### src/design/assert_macros.svh
// Assertion macros shared by the excursion run detector RTL.
// Each macro expects clk_i and rst_ni to be visible at the point of use.
`ifndef ASSERT_MACROS_SVH
`define ASSERT_MACROS_SVH

// The condition must hold at every clock edge outside of reset.
`define ASSERT_ALWAYS(lbl, cond) \
  lbl: assert property (@(posedge clk_i) disable iff (!rst_ni) (cond)) \
    else $error("assertion failed");

// When the antecedent holds, the consequent must hold in the same cycle.
`define ASSERT_IMPLY(lbl, ante, cons) \
  lbl: assert property (@(posedge clk_i) disable iff (!rst_ni) (ante) |-> (cons)) \
    else $error("assertion failed");

// When the antecedent holds, the consequent must hold in the next cycle.
`define ASSERT_NEXT(lbl, ante, cons) \
  lbl: assert property (@(posedge clk_i) disable iff (!rst_ni) (ante) |=> (cons)) \
    else $error("assertion failed");

`endif

### src/design/erd_pkg.sv
// Package for the excursion run detector: widths, register map and shared types.
// Used by every module of the block; depends on nothing.
`timescale 1ns / 1ps
`default_nettype none

package erd_pkg;

  localparam int unsigned INDEX_BITS   = 16;
  localparam int unsigned SAMPLE_W     = 16;
  localparam int unsigned RUN_LEN_W    = 5;
  localparam int unsigned RUN_CNT_W    = 5;
  localparam int unsigned MID_W        = 4;
  localparam int unsigned OUT_TDATA_W  = ((INDEX_BITS + 7) / 8) * 8;
  localparam int unsigned APB_ADDR_W   = 4;
  localparam int unsigned APB_DATA_W   = 32;

  localparam logic [RUN_LEN_W-1:0] RUN_LEN_RESET = RUN_LEN_W'(4);
  localparam logic [RUN_LEN_W-1:0] RUN_LEN_MAX   = RUN_LEN_W'(16);
  localparam logic [RUN_CNT_W-1:0] RUN_CNT_SAT   = '1;

  localparam logic [1:0] REG_UPPER   = 2'd0;
  localparam logic [1:0] REG_LOWER   = 2'd1;
  localparam logic [1:0] REG_RUN_LEN = 2'd2;

  typedef struct packed {
    logic signed [SAMPLE_W-1:0] upper_threshold;
    logic signed [SAMPLE_W-1:0] lower_threshold;
    logic [RUN_LEN_W-1:0]       run_length;
  } cfg_t;

  typedef struct packed {
    logic valid;
    logic qbit;
  } quant_t;

  typedef struct packed {
    logic                  emit;
    logic [INDEX_BITS-1:0] run_index;
    logic                  run_bit;
  } result_t;

endpackage

`default_nettype wire

### src/design/erd_cfg_regs.sv
// Configuration register file of the excursion run detector, APB write and read.
// Depends on erd_pkg.
`timescale 1ns / 1ps
`default_nettype none

module erd_cfg_regs (
  input  wire logic                           clk_i,
  input  wire logic                           rst_ni,
  input  wire logic                           psel,
  input  wire logic                           penable,
  input  wire logic                           pwrite,
  input  wire logic [erd_pkg::APB_ADDR_W-1:0] paddr,
  input  wire logic [erd_pkg::APB_DATA_W-1:0] pwdata,
  output      logic [erd_pkg::APB_DATA_W-1:0] prdata,
  output      logic                           pready,
  output      erd_pkg::cfg_t                  cfg_o
);

  erd_pkg::cfg_t cfg_q, cfg_d;
  logic [1:0]    reg_sel;
  logic          wr_en;

  assign reg_sel = paddr[3:2];
  assign wr_en   = psel && penable && pwrite;
  assign pready  = 1'b1;
  assign cfg_o   = cfg_q;

  always_comb begin
    cfg_d = cfg_q;
    if (wr_en) begin
      unique case (reg_sel)
        erd_pkg::REG_UPPER:   cfg_d.upper_threshold = pwdata[erd_pkg::SAMPLE_W-1:0];
        erd_pkg::REG_LOWER:   cfg_d.lower_threshold = pwdata[erd_pkg::SAMPLE_W-1:0];
        erd_pkg::REG_RUN_LEN: cfg_d.run_length      = pwdata[erd_pkg::RUN_LEN_W-1:0];
        default:              cfg_d = cfg_q;
      endcase
    end
  end

  always_comb begin
    unique case (reg_sel)
      erd_pkg::REG_UPPER: begin
        prdata = {{(erd_pkg::APB_DATA_W-erd_pkg::SAMPLE_W){cfg_q.upper_threshold[15]}},
                  cfg_q.upper_threshold};
      end
      erd_pkg::REG_LOWER: begin
        prdata = {{(erd_pkg::APB_DATA_W-erd_pkg::SAMPLE_W){cfg_q.lower_threshold[15]}},
                  cfg_q.lower_threshold};
      end
      erd_pkg::REG_RUN_LEN: begin
        prdata = {{(erd_pkg::APB_DATA_W-erd_pkg::RUN_LEN_W){1'b0}}, cfg_q.run_length};
      end
      default: prdata = '0;
    endcase
  end

  always_ff @(posedge clk_i or negedge rst_ni) begin
    if (!rst_ni) begin
      cfg_q.upper_threshold <= '0;
      cfg_q.lower_threshold <= '0;
      cfg_q.run_length      <= erd_pkg::RUN_LEN_RESET;
    end else begin
      cfg_q <= cfg_d;
    end
  end

endmodule

`default_nettype wire

### src/design/erd_quantizer.sv
// Two-threshold quantizer: maps one signed sample to bit one, bit zero or invalid.
// Depends on erd_pkg.
`timescale 1ns / 1ps
`default_nettype none

module erd_quantizer (
  input  wire logic signed [erd_pkg::SAMPLE_W-1:0] sample_i,
  input  wire erd_pkg::cfg_t                       cfg_i,
  output      erd_pkg::quant_t                     quant_o
);

  logic above;
  logic below;

  assign above = sample_i > cfg_i.upper_threshold;
  assign below = sample_i < cfg_i.lower_threshold;

  // Bit one wins when both thresholds are crossed at once.
  assign quant_o.valid = above || below;
  assign quant_o.qbit  = above;

endmodule

`default_nettype wire

### src/design/erd_run_tracker.sv
// Run state of the excursion run detector: sample index, run start, count and bit.
// Produces the midpoint result for each processed sample. Depends on erd_pkg.
`timescale 1ns / 1ps
`default_nettype none
`include "assert_macros.svh"

module erd_run_tracker (
  input  wire logic                           clk_i,
  input  wire logic                           rst_ni,
  input  wire logic                           step_i,
  input  wire erd_pkg::quant_t                quant_i,
  input  wire logic [erd_pkg::RUN_LEN_W-1:0]  run_length_i,
  output      erd_pkg::result_t               result_o
);

  logic [erd_pkg::INDEX_BITS:0]   sample_index_q, sample_index_d;
  logic [erd_pkg::INDEX_BITS-1:0] run_start_q, run_start_d;
  logic [erd_pkg::RUN_CNT_W-1:0]  run_count_q, run_count_d;
  logic                           current_bit_q, current_bit_d;

  logic                           idx_full;
  logic                           extend;
  logic [erd_pkg::RUN_LEN_W-1:0]  eff_len;
  logic [erd_pkg::RUN_LEN_W-1:0]  len_m1;
  logic [erd_pkg::MID_W-1:0]      mid_off;
  logic [erd_pkg::RUN_CNT_W-1:0]  new_count;
  logic [erd_pkg::INDEX_BITS-1:0] new_start;
  logic                           emit;

  assign idx_full = sample_index_q[erd_pkg::INDEX_BITS];
  assign extend   = (run_count_q != '0) && (quant_i.qbit == current_bit_q);

  always_comb begin
    if (run_length_i == '0) begin
      eff_len = erd_pkg::RUN_LEN_W'(1);
    end else if (run_length_i > erd_pkg::RUN_LEN_MAX) begin
      eff_len = erd_pkg::RUN_LEN_MAX;
    end else begin
      eff_len = run_length_i;
    end
  end

  assign len_m1  = eff_len - erd_pkg::RUN_LEN_W'(1);
  assign mid_off = len_m1[erd_pkg::MID_W:1];

  always_comb begin
    if (extend) begin
      new_count = (run_count_q == erd_pkg::RUN_CNT_SAT) ? run_count_q
                                                        : run_count_q + 1'b1;
      new_start = run_start_q;
    end else begin
      new_count = erd_pkg::RUN_CNT_W'(1);
      new_start = sample_index_q[erd_pkg::INDEX_BITS-1:0];
    end
  end

  assign emit = step_i && !idx_full && quant_i.valid && (new_count >= eff_len);

  always_comb begin
    sample_index_d = sample_index_q;
    run_start_d    = run_start_q;
    run_count_d    = run_count_q;
    current_bit_d  = current_bit_q;
    if (step_i && !idx_full) begin
      sample_index_d = sample_index_q + 1'b1;
      if (!quant_i.valid) begin
        run_count_d = '0;
      end else begin
        run_start_d   = new_start;
        current_bit_d = quant_i.qbit;
        run_count_d   = emit ? '0 : new_count;
      end
    end
  end

  assign result_o.emit      = emit;
  assign result_o.run_index = new_start + erd_pkg::INDEX_BITS'(mid_off);
  assign result_o.run_bit   = quant_i.qbit;

  always_ff @(posedge clk_i or negedge rst_ni) begin
    if (!rst_ni) begin
      sample_index_q <= '0;
      run_start_q    <= '0;
      run_count_q    <= '0;
      current_bit_q  <= 1'b0;
    end else begin
      sample_index_q <= sample_index_d;
      run_start_q    <= run_start_d;
      run_count_q    <= run_count_d;
      current_bit_q  <= current_bit_d;
    end
  end

  `ASSERT_ALWAYS(a_count_bounded, run_count_q <= erd_pkg::RUN_CNT_W'(erd_pkg::RUN_LEN_MAX))
  `ASSERT_NEXT(a_index_stays_full, idx_full, idx_full && $stable(run_count_q))
  `ASSERT_NEXT(a_emit_clears_run, emit, run_count_q == '0)
  `ASSERT_IMPLY(a_emit_needs_step, emit, step_i && quant_i.valid)

endmodule

`default_nettype wire

### src/design/excursion_run_detector_top.sv
// Top level of the excursion run detector: input register, quantizer, run tracker,
// result register and APB configuration. Depends on erd_pkg and the erd_* modules.
//
//   Channel   Dir  Handshake                 Payload
//   s_axis    in   s_axis_tvalid/tready      tdata[15:0] = sample
//   m_axis    out  m_axis_tvalid/tready      tdata = run_index, tuser[0] = run_bit
//   apb       in   psel/penable/pready       registers at 0x0, 0x4, 0x8
//
// One sample is accepted every cycle while the result register is not stalled; an
// accepted sample is held in the input register, which feeds the result register.
// The run state updates as a sample moves from the input register to the result stage.
// A stalled result register holds the next sample in the input register only.
// Reset is asynchronous and active low; there is no clearing pass.
`timescale 1ns / 1ps
`default_nettype none
`include "assert_macros.svh"

module excursion_run_detector_top (
  input  wire logic                            clk_i,
  input  wire logic                            rst_ni,
  input  wire logic                            s_axis_tvalid,
  output      logic                            s_axis_tready,
  input  wire logic [erd_pkg::SAMPLE_W-1:0]    s_axis_tdata,   // [15:0] sample
  output      logic                            m_axis_tvalid,
  input  wire logic                            m_axis_tready,
  output      logic [erd_pkg::OUT_TDATA_W-1:0] m_axis_tdata,   // run_index from bit 0
  output      logic                            m_axis_tuser,   // [0] run_bit
  input  wire logic                            psel,
  input  wire logic                            penable,
  input  wire logic                            pwrite,
  input  wire logic [erd_pkg::APB_ADDR_W-1:0]  paddr,
  input  wire logic [erd_pkg::APB_DATA_W-1:0]  pwdata,
  output      logic [erd_pkg::APB_DATA_W-1:0]  prdata,
  output      logic                            pready
);

  erd_pkg::cfg_t    cfg;
  erd_pkg::quant_t  quant;
  erd_pkg::result_t result;

  logic                                in_valid_q;
  logic signed [erd_pkg::SAMPLE_W-1:0] in_sample_q;
  logic                                out_valid_q;
  logic [erd_pkg::INDEX_BITS-1:0]      out_index_q;
  logic                                out_bit_q;
  logic                                out_free;
  logic                                advance;
  logic                                in_take;

  assign out_free      = !out_valid_q || m_axis_tready;
  assign advance       = in_valid_q && out_free;
  assign s_axis_tready = !in_valid_q || advance;
  assign in_take       = s_axis_tvalid && s_axis_tready;

  erd_cfg_regs u_cfg (
    .clk_i   (clk_i),
    .rst_ni  (rst_ni),
    .psel    (psel),
    .penable (penable),
    .pwrite  (pwrite),
    .paddr   (paddr),
    .pwdata  (pwdata),
    .prdata  (prdata),
    .pready  (pready),
    .cfg_o   (cfg)
  );

  erd_quantizer u_quant (
    .sample_i (in_sample_q),
    .cfg_i    (cfg),
    .quant_o  (quant)
  );

  erd_run_tracker u_tracker (
    .clk_i        (clk_i),
    .rst_ni       (rst_ni),
    .step_i       (advance),
    .quant_i      (quant),
    .run_length_i (cfg.run_length),
    .result_o     (result)
  );

  always_ff @(posedge clk_i or negedge rst_ni) begin
    if (!rst_ni) begin
      in_valid_q  <= 1'b0;
      out_valid_q <= 1'b0;
    end else begin
      if (in_take) begin
        in_valid_q <= 1'b1;
      end else if (advance) begin
        in_valid_q <= 1'b0;
      end
      if (advance) begin
        out_valid_q <= result.emit;
      end else if (m_axis_tready) begin
        out_valid_q <= 1'b0;
      end
    end
  end

  always_ff @(posedge clk_i) begin
    if (in_take) begin
      in_sample_q <= s_axis_tdata;
    end
    if (advance && result.emit) begin
      out_index_q <= result.run_index;
      out_bit_q   <= result.run_bit;
    end
  end

  assign m_axis_tvalid = out_valid_q;
  assign m_axis_tdata  = erd_pkg::OUT_TDATA_W'(out_index_q);
  assign m_axis_tuser  = out_bit_q;

  `ASSERT_NEXT(a_in_held, in_valid_q && !advance, in_valid_q && $stable(in_sample_q))
  `ASSERT_IMPLY(a_advance_room, advance, !out_valid_q || m_axis_tready)
  `ASSERT_NEXT(a_result_held, out_valid_q && !m_axis_tready,
               out_valid_q && $stable(out_index_q) && $stable(out_bit_q))

endmodule

`default_nettype wire
### config.mk
export PLATFORM = sky130hd
export DESIGN_NAME = excursion_run_detector_top
export DESIGN_NICKNAME = d
export VERILOG_FILES = /design/src/design/erd_pkg.sv /design/src/design/erd_cfg_regs.sv /design/src/design/erd_quantizer.sv /design/src/design/erd_run_tracker.sv /design/src/design/excursion_run_detector_top.sv
export VERILOG_INCLUDE_DIRS = /design/src /design/src/design
export SDC_FILE = /design/constraint.sdc
export NUM_CORES = 1
export LEC_CHECK = 0
export BUFFER_PORTS_ARGS = -buffer_cell sky130_fd_sc_hd__buf_2
export CAP_MARGIN = 40
export CORE_ASPECT_RATIO = 1.2
export CORE_MARGIN = 4
export CORE_UTILIZATION = 45
export DETAILED_ROUTE_END_ITERATION = 6
export PLACE_DENSITY = 0.7
export SYNTH_ARGS = -nofsm -noshare
export SYNTH_HDL_FRONTEND = slang
export SYNTH_HIERARCHICAL = 1
export SYNTH_SLANG_ARGS = --single-unit
### constraint.sdc
create_clock -name clk_i -period 6.7 [get_ports clk_i]
set_input_delay 1.675 -clock clk_i [delete_from_list [all_inputs] [get_ports clk_i]]
set_output_delay 1.675 -clock clk_i [all_outputs]
set_load 0.02 [all_outputs]
* Word-level counts from Yosys, hierarchy flattened
Cells that the tools add are included.
** Word-level totals
- Register bits after elaboration :: 111
- Logic and storage cells :: 60
** Cells by class
- Muxes and demuxes :: 12
- Add/sub/neg operators :: 4
- Equality and inequality tests :: 4
- Magnitude comparators :: 4
- Reductions and logical operators :: 24
** Operators with widths (number)
- 32-bit case mux with 3 select lines :: 1
- 5-bit two-way mux :: 6
- 17-bit by 1-bit adder with 17-bit output, second input constant :: 1
- 16-bit by 4-bit adder with 16-bit output :: 1
- 16-bit > comparator :: 1
- 16-bit < comparator :: 1
- 16-bit two-way mux :: 1
- 1-bit logical AND :: 9
- 2-bit AND reduction :: 4
- 5-bit by 1-bit adder with 5-bit output, second input constant :: 1
- 5-bit == test, second input constant :: 1
- 5-bit >= comparator :: 1
- 5-bit > comparator, second input constant :: 1
- 5-bit zero test :: 1
- 5-bit nonzero test :: 1
- 5-bit by 1-bit subtractor with 5-bit output, second input constant :: 1
- 1-bit two-way mux :: 4
- 2-bit nonzero test :: 2
- 1-bit zero test :: 3
- 1-bit logical OR :: 3
- 2-bit by 1-bit == test with 1-bit output, second input constant :: 1
- 2-bit == test, second input constant :: 1
- 2-bit zero test :: 1
- 1-bit == test :: 1

* Logic depth before layout (Yosys ltp)
Gate-level depths: netlist of the first run.
- Depth in word-level cells :: 8
- Mapped depth :: 21
- Mapped depth without buffers :: 18

* Hierarchy
The synthesis of the first run kept the hierarchy.
** Modules (own cells, without submodules)
- erd_run_tracker :: area each 2703.8 µm², instances 1, cells each 276
- erd_cfg_regs :: area each 1820.5 µm², instances 1, cells each 141
- excursion_run_detector_top :: area each 1102.3 µm², instances 1, cells each 43
- erd_quantizer :: area each 807.0 µm², instances 1, cells each 112

* Worst setup path after synthesis of the first run
Ideal clock, no wire load.
- Path kind :: input to output
- Start point :: input paddr[2] in the netlist's numbering
- End point :: output prdata[16] in the netlist's numbering
- Setup slack :: 1.750 ns
- Path buffers :: 3
- Data arrival time :: 3.275 ns
- Data required time :: 5.025 ns
- Stages on the path :: 5
- Cell sequence :: buf_4 -> buf_2 -> mux2i_1 -> nor2_1 -> buf_4
** Between the ends
- Cells in the longest elaborated chain, start to end :: 2
** RTL lines
- start: declaration :: RTL line excursion_run_detector_top.sv:31 : input wire logic [erd_pkg::APB_ADDR_W-1:0] paddr,
- 2-bit == test, or another cell as far along :: RTL line erd_cfg_regs.sv:41 : unique case (reg_sel)
- 32-bit case mux with 3 select lines * :: RTL line erd_cfg_regs.sv:41
- end: declaration :: RTL line excursion_run_detector_top.sv:33 : output logic [erd_pkg::APB_DATA_W-1:0] prdata,
Every way passes the cells marked *; elsewhere a longest branch is shown, timed or not.

==> results of run 1 <==
==> cells in the final DEF (no fill, tap or decap), drive strengths merged, types with 2 or more instances in the layout <==
master | netlist | routed
xor2 | 14 | 14
o31ai | 2 | 2
edfxtp | 33 | 33
mux2 | 52 | 52
ha | 43 | 43
xnor2 | 24 | 24
a21o | 4 | 4
a21oi | 19 | 19
a211oi | 4 | 4
a31oi | 2 | 2
nand2 | 46 | 46
nor2 | 33 | 33
o211ai | 3 | 3
and2 | 4 | 4
nand3b | 4 | 4
dfrtp | 77 | 77
nand3 | 18 | 18
a2111oi | 4 | 4
and3 | 3 | 3
clkbuf | 8 | 14
mux2i | 30 | 30
nor3 | 7 | 7
a32o | 4 | 4
o21ai | 17 | 17
buf | 31 | 94
nand2b | 5 | 5
nand4 | 11 | 11
inv | 44 | 45
nor2b | 6 | 6
==> layer usage <==
metal / track usage / routed length [um] / part of all wire / vias to the layer above
met1: 0.2036 / 5540 / 0.42 / 2136
met4: 0.08152 / 350 / 0.026 / 0
li1: - / - / - / 2119
met3: 0.02575 / 543 / 0.041 / 27
met5: 0 / 0 / 0 / -
met2: 0.2887 / 6791 / 0.51 / 110
==> area by class of cell <==
class / instances / share of cell area
Multi-Input combinational cell: 378 / 0.4251
Sequential cell: 111 / 0.4124
Timing Repair Buffer: 94 / 0.07011
Clock buffer: 14 / 0.03699
Tap cell: 171 / 0.02997
Inverter: 44 / 0.02314
Clock inverter: 2 / 0.002279
==> cells by family after synthesis <==
group,count (synthesis)
buffers and inverters,83
XOR/XNOR,38
flip-flops,111
adder cells (fa/ha/maj),44
other,1
AO/OA/AOI/OAI,67
AND/OR/NAND/NOR,146
multiplexers,82
==> final timing paths <==
| kind | from | endpoint | depth (start not counted) |
|---|---|---|---|
| setup / recovery | in_sample_q[15] | m_axis_tdata[14] | 17 |
| max in group asynchronous | rst_ni | u_cfg/cfg_o[33] | 2 |
| min in group asynchronous | rst_ni | u_cfg/cfg_o[0] | 1 |
| setup reg to reg | in_sample_q[15] | m_axis_tdata[14] | 17 |
| hold / removal | u_tracker/run_start_q[0] | u_tracker/run_start_q[0] | 2 |
| hold reg to reg | u_tracker/run_start_q[0] | u_tracker/run_start_q[0] | 2 |
==> registers in the layout, summed over array words and instances, names as in the netlist <==
| name | cells |
|---|---|
| in_valid_q | 1 |
| m_axis_tuser | 1 |
| u_tracker/run_start_q | 16 |
| u_cfg/cfg_o | 37 |
| u_tracker/current_bit_q | 1 |
| u_tracker/run_count_q | 5 |
| in_sample_q | 16 |
| m_axis_tvalid | 1 |
| m_axis_tdata | 16 |
| u_tracker/sample_index_q | 17 |
==> per-stage QoR <==
stage	util	cells
after global routing	0.5143	814
after CTS	0.5143	814
final	0.5143	814
after global placement	0.4922	797
after floorplan	-	572
after detailed placement	0.4941	798
==> worst max-delay path, stage by stage, from the launching register on <==
cell	delay [ns]
edfxtp_1	0.41
ha_1	0.35
nand4_1	0.20
or4_1	0.59
a21oi_1	0.15
a2111oi_0	0.09
a21boi_1	0.64
xnor2_4	0.23
nand2_8	0.20
mux2_2	0.29
ha_1	0.19
inv_1	0.06
fa_1	0.41
nor2b_1	0.13
o21ai_1	0.20
a2111oi_0	0.56
xnor2_1	0.18
mux2i_1	0.09
==> where the power goes <==
group / total (mW) / internal, mW / leakage, nW / switching, mW
Combinational: 0.876 / 0.369 / 1.90 / 0.507
Sequential: 0.945 / 0.841 / 1.31 / 0.104
Clock: 0.518 / 0.275 / 0.134 / 0.243
Total: 2.34 / 1.48 / 3.34 / 0.854
==> results.tsv, run 1 <==
stage	metric	value	unit
run_status	outcome	finished, final reports clean	
finish	share of cells above drive strength 1	0.2722	
worst_setup_path	CP required	6.80	ns
synth	post-synthesis compound-gate area fraction	0.07507	
route	post-DR vias/cell	5.396	
synth	mux contribution to synthesized area	0.1377	
pwr	P_leak	3.343	nW
floorplan	die height	139.0	um
floorplan	Core Area	13880	sq um
placement	dpl ws	1.517	ns
global_routing	Total GRT Usage	0.1689	
sta	worst slew pin tran	0.8339	ns
finish	Layout Nets	741	
global_routing	first-pass GRT wire length	21930	um
synth	Mapped Nets	675	
synth	YS warnings	6	
route	routed via count	4392	
route	drt first pass iters	4	
synth	Post-synth EDFFs	33	
synth	Yosys top cell area share	0.2995	
worst_setup_path	Critical Path AT	5.34	ns
global_routing	vias in the first global route	4682	
sta	final hold violation count	0	
clocking	total CTS buffers	9	
sta	Setup Viol. Count Final	0	
synth	count of state elements after synthesis	111	
placement	I/O Buffers	91	
global_routing	gr ovfl total	0	
worst_setup_path	CP Capture Type	flip-flop	
pwr	Worst VDD drop	127.6	uV
route	DRC viols	0	
finish	Register Area	2944	sq um
worst_setup_path	CP Max Fanout	26	
synth	Post-synth top flop	dfrtp_1	
clocking	CTS sink cnt	111	
clocking	Post CTS Setup Buffer Count	0	
clocking	clk_lat worst skew	0.35	ns
synth	xor and xnor area share after synthesis	0.05465	
sta	Final Slew Violations	0	
synth	Yosys top cell by area	dfrtp_1	
global_routing	largest net degree at the start of global routing	52	
sta	FMAX	0.1909	GHz
finish	synthesis-to-finish area growth	10.95	%
pwr	Final Power	2.338	mW
synth	post-synthesis sequential area ratio	0.4576	
finish	post-route cell area	7138	sq um
sta	PnR worst setup slack	1.463	ns
min_path	Worst Hold Class	flip-flop to flip-flop	
clocking	Clock Path Buffers	2	
job	max cap viols	0	
synth	main combinational cell family by area after synthesis	multiplexers	
synth	Synth Area per Inst	11.25	sq um
floorplan	Initial Util	0.4636	
synth	Simple-Gate Fraction of Synth Area	0.1169	
route	post-route ant nets	0	
clocking	CTS Hold Bufs	0	
synth	Netlist Area Pre-Place	6434	sq um
floorplan	die width	117.2	um
clocking	Worst-path clk slew	0.07	ns
placement	DPL Wire Length	9953	um
worst_setup_path	Setup CP Type	flip-flop to flip-flop	
synth	Gate Count Post-Synth	572	
sta	unrepaired setup endpoints after global routing	no	
sta	Rel. slew slack	0.4440	
clocking	Clock Tree Root	clkbuf_16	
sta	Final Skew	0.009912	ns
synth	Post-synth top cells	dfrtp_1 (77), mux2_2 (52), inv_1 (44), nand2_1 (44), ha_1 (43)	
pwr	pwr/cell area	327.6	nW/um^2
synth	post-synthesis adder-cell area fraction	0.08674	
sta	TNS Setup	0	ns
floorplan	# rows	47	
route	DRT Wirelength	13230	um
clocking	CTS tree	yes	
route	DR WL/cell	16.25	um
synth	most frequent cell after synthesis	dfrtp_1	
sta	Hold Slack	0.4780	ns
global_routing	initial antenna violation count	0	
finish	Antenna diodes	0	
finish	number of fill cells	1219	
synth	Synth async-reset ratio	0.7027	
placement	RePlAce Congestion	0.8774	
finish	area of the multi-input gates	3034	sq um
clocking	post-cts sizing count	0	
worst_setup_path	R2R Setup Slk	1.46	ns
clocking	H-tree depth	3	
sta	Final min period	5.237	ns
synth	top cells by area, synth	dfrtp_1 (30%), edfxtp_1 (15%), mux2_2 (9.1%)	
worst_setup_path	startpoint type of the worst setup path	flip-flop	
route	Initial DRC Count	171	
placement	placed cell area	6858	sq um
floorplan	Die Area	16280	sq um
synth	Netlist cell types	66	
sta	period utilization	0.7817	
floorplan	IO Count	111	
Note: power is estimated with default switching activity, not from simulation.
==> run 2, diff against run 1 <==
--- a/config.mk
+++ b/config.mk
@@ -12,7 +12,7 @@
 export CORE_MARGIN = 4
 export CORE_UTILIZATION = 45
 export DETAILED_ROUTE_END_ITERATION = 6
-export PLACE_DENSITY = 0.7
+export PLACE_DENSITY = 0.73
 export SYNTH_ARGS = -nofsm -noshare
 export SYNTH_HDL_FRONTEND = slang
 export SYNTH_HIERARCHICAL = 1
==> constraint.sdc (replaced) <==
create_clock -name clk_i -period 4.3 [get_ports clk_i]
set_input_delay 1.075 -clock clk_i [delete_from_list [all_inputs] [get_ports clk_i]]
set_output_delay 1.075 -clock clk_i [all_outputs]
set_load 0.02 [all_outputs]
==> results.tsv, run 2 (synthesis results as in run 1) <==
stage	metric	value	unit	change
sta	Final min period	4.284	ns	-0.9536 ns
worst_setup_path	Critical Path AT	4.37	ns	-0.97 ns
floorplan	Die Area	16280	sq um	unchanged
finish	synthesis-to-finish area growth	21.74	%	
pwr	P_leak	3.658	nW	+9.4%
global_routing	first-pass GRT wire length	23070	um	+5.2%
finish	max reg flops	37		unchanged
min_path	Hold Path Stages	2		unchanged
worst_setup_path	CP Cell Sequence	ha_4, nand4_1, or4_4, a21oi_1, a2111oi_2, a21boi_2, buf_6, xor2_1, nor2_2, mux2i_4, buf_4, fa_2, nor2b_4, o21ai_4, a2111oi_4, xnor2_1, mux2i_1		
floorplan	# rows	47		unchanged
sta	Final Skew	0.006870	ns	-0.003042 ns
sta	unrepaired setup endpoints after global routing	yes		
route	Initial DRC Count	180		+5.3%
placement	post-placement cell count	840		+5.3%
pwr	Final Power	4.275	mW	+83%
clocking	CTS tree	yes		
floorplan	die width	117.2	um	unchanged
clocking	Worst-path clk slew	0.07	ns	about the same
floorplan	IO Count	111		unchanged
sta	period utilization	0.9962		+0.2145
placement	dpl ws	-0.4328	ns	-1.950 ns
finish	most frequent cells in the layout	buf_2 (90), dfrtp_1 (77), mux2_2 (51), buf_4 (50), inv_1 (44)		
worst_setup_path	CP peak stage delay	0.56	ns	-0.08 ns
sta	Hold Slack	0.4778	ns	-0.0001330 ns
clocking	CTS sink cnt	111		unchanged
worst_setup_path	R2R depth	17		unchanged
route	DRC viols	0		unchanged
clocking	total CTS buffers	9		unchanged
finish	fin cells	865		+6.3%
worst_setup_path	startpoint type of the worst setup path	flip-flop		
sta	worst slew pin tran	0.9004	ns	+0.06649 ns
sta	Final Slew Violations	0		unchanged
pwr	pwr/cell area	545.8	nW/um^2	+67%
floorplan	Initial Util	0.4636		unchanged
global_routing	vias in the first global route	4880		+4.2%
route	routed via count	4676		+6.5%
worst_setup_path	critical path buffer and inverter count	2		+1
sta	Rel. slew slack	0.3997		-0.04433
global_routing	gr ovfl total	0		unchanged
placement	I/O Buffers	91		unchanged
sta	TNS Setup	0	ns	unchanged
sta	PnR worst setup slack	0.01634	ns	-1.446 ns
route	post-DR vias/cell	5.406		+0.19%
finish	Antenna diodes	0		unchanged
finish	most common cell after layout, fill and taps aside	buf_2		
route	drt first pass iters	4		unchanged
finish	Layout Nets	792		+6.9%
clocking	Clock Tree Root	clkbuf_16		
route	DRT Wirelength	14130	um	+6.8%
worst_setup_path	Crit path depth	17		unchanged
clocking	Clock Path Buffers	2		unchanged
worst_setup_path	CP required	4.39	ns	-2.41 ns
route	post-route ant nets	0		unchanged
sta	Setup Viol. Count Final	0		unchanged
run_status	outcome	finished, final reports clean		
job	max cap viols	0		unchanged
floorplan	Core Area	13880	sq um	unchanged
min_path	Worst Hold Class	flip-flop to flip-flop		
sta	FMAX	0.2334	GHz	+22%
worst_setup_path	Setup CP Type	flip-flop to flip-flop		
global_routing	largest net degree at the start of global routing	52		unchanged
pwr	Worst VDD drop	267.4	uV	+110%
route	DR WL/cell	16.33	um	+0.52%
global_routing	Total GRT Usage	0.1763		+0.007463
worst_setup_path	CP Max Fanout	4		-85%
clocking	clk_lat worst skew	0.34	ns	about the same
placement	RePlAce Congestion	0.8751		-0.26%
clocking	H-tree depth	3		unchanged
worst_setup_path	CP Capture Type	flip-flop		
worst_setup_path	Worst path slowest cell	or4_4		
floorplan	die height	139.0	um	unchanged
worst_setup_path	Top Family by Delay on Critical Path	simple AND/OR/NAND/NOR gates		
finish	share of cells above drive strength 1	0.3689		+0.09671
clocking	CTS Hold Bufs	0		unchanged
placement	DPL Wire Length	10400	um	+4.5%
sta	final hold violation count	0		unchanged
global_routing	initial antenna violation count	0		unchanged
run 2: cell count changes in the layout (fill, tap and decap cells not counted), sizes merged:
cell,delta
clkinvlp,-1
clkbuf,-3
clkinv,+1
buf,+51
bufinv,+3
run 2: final timing paths:
check	startpoint	endpoint	slack (ns)
worst max-delay path	in_sample_q[15]	m_axis_tdata[14]	0.02
worst min-delay path	u_tracker/run_start_q[0]	u_tracker/run_start_q[0]	0.48
worst max register to register	in_sample_q[15]	m_axis_tdata[14]	0.02
worst min register to register	u_tracker/run_start_q[0]	u_tracker/run_start_q[0]	0.48
max in group asynchronous	rst_ni	u_cfg/cfg_o[2]	3.00
min in group asynchronous	rst_ni	u_tracker/run_start_q[5]	0.66
run 2: layer usage:
layer,GRT usage,wire (um),vias to the layer above,share of wire
li1,-,-,2230,-
met1,0.2153,5629,2285,0.40
met2,0.3147,7543,137,0.53
met3,0.02837,643,24,0.046
met4,0.05072,309,0,0.022
met5,0,0,-,0
run 2: area by class of cell:
type,count,area (sq um)
Multi-Input combinational cell,378,3256
Tap cell,171,214.0
Inverter,44,165.2
Clock buffer,11,242.7
Sequential cell,111,2944
Clock inverter,5,103.9
Timing Repair Buffer,145,907.1
Fill cell,1159,6046
run 2: report_power, final:
part           internal (mW)  switching, mW  total (mW)
logic                  0.877          0.966        1.84
registers               1.31          0.163        1.47
clock network          0.587          0.371       0.958
run 2: worst reg2reg max path: cells and delay by family, from the launching register on:
| family | cells | cell delay, ns |
|---|---|---|
| DFF | 1 | 0.43 |
| AOI/OAI and AO/OA | 5 | 0.92 |
| muxes | 2 | 0.35 |
| and+or+nand+nor | 4 | 0.95 |
| adders and majority gates | 2 | 0.69 |
| buffers and inverters | 2 | 0.30 |
| xor gates and xnor gates | 2 | 0.38 |
run 2: through the flow:
stage	util	cell area [sq um]
6_report	0.5644	7833
4_1_cts	0.5489	7617
3_3_place_gp	0.5168	7172
3_5_place_dp	0.5188	7199
5_1_grt	0.5644	7833
2_1_floorplan	-	6447
run 2: what timing repair did:
action                                  4_1_cts  5_1_grt
pin swaps                                     3       18
endpoints found under the hold margin         0        0
setup buffers                                 3        6
endpoints found under the setup margin       33       29
resized for setup                            10       30
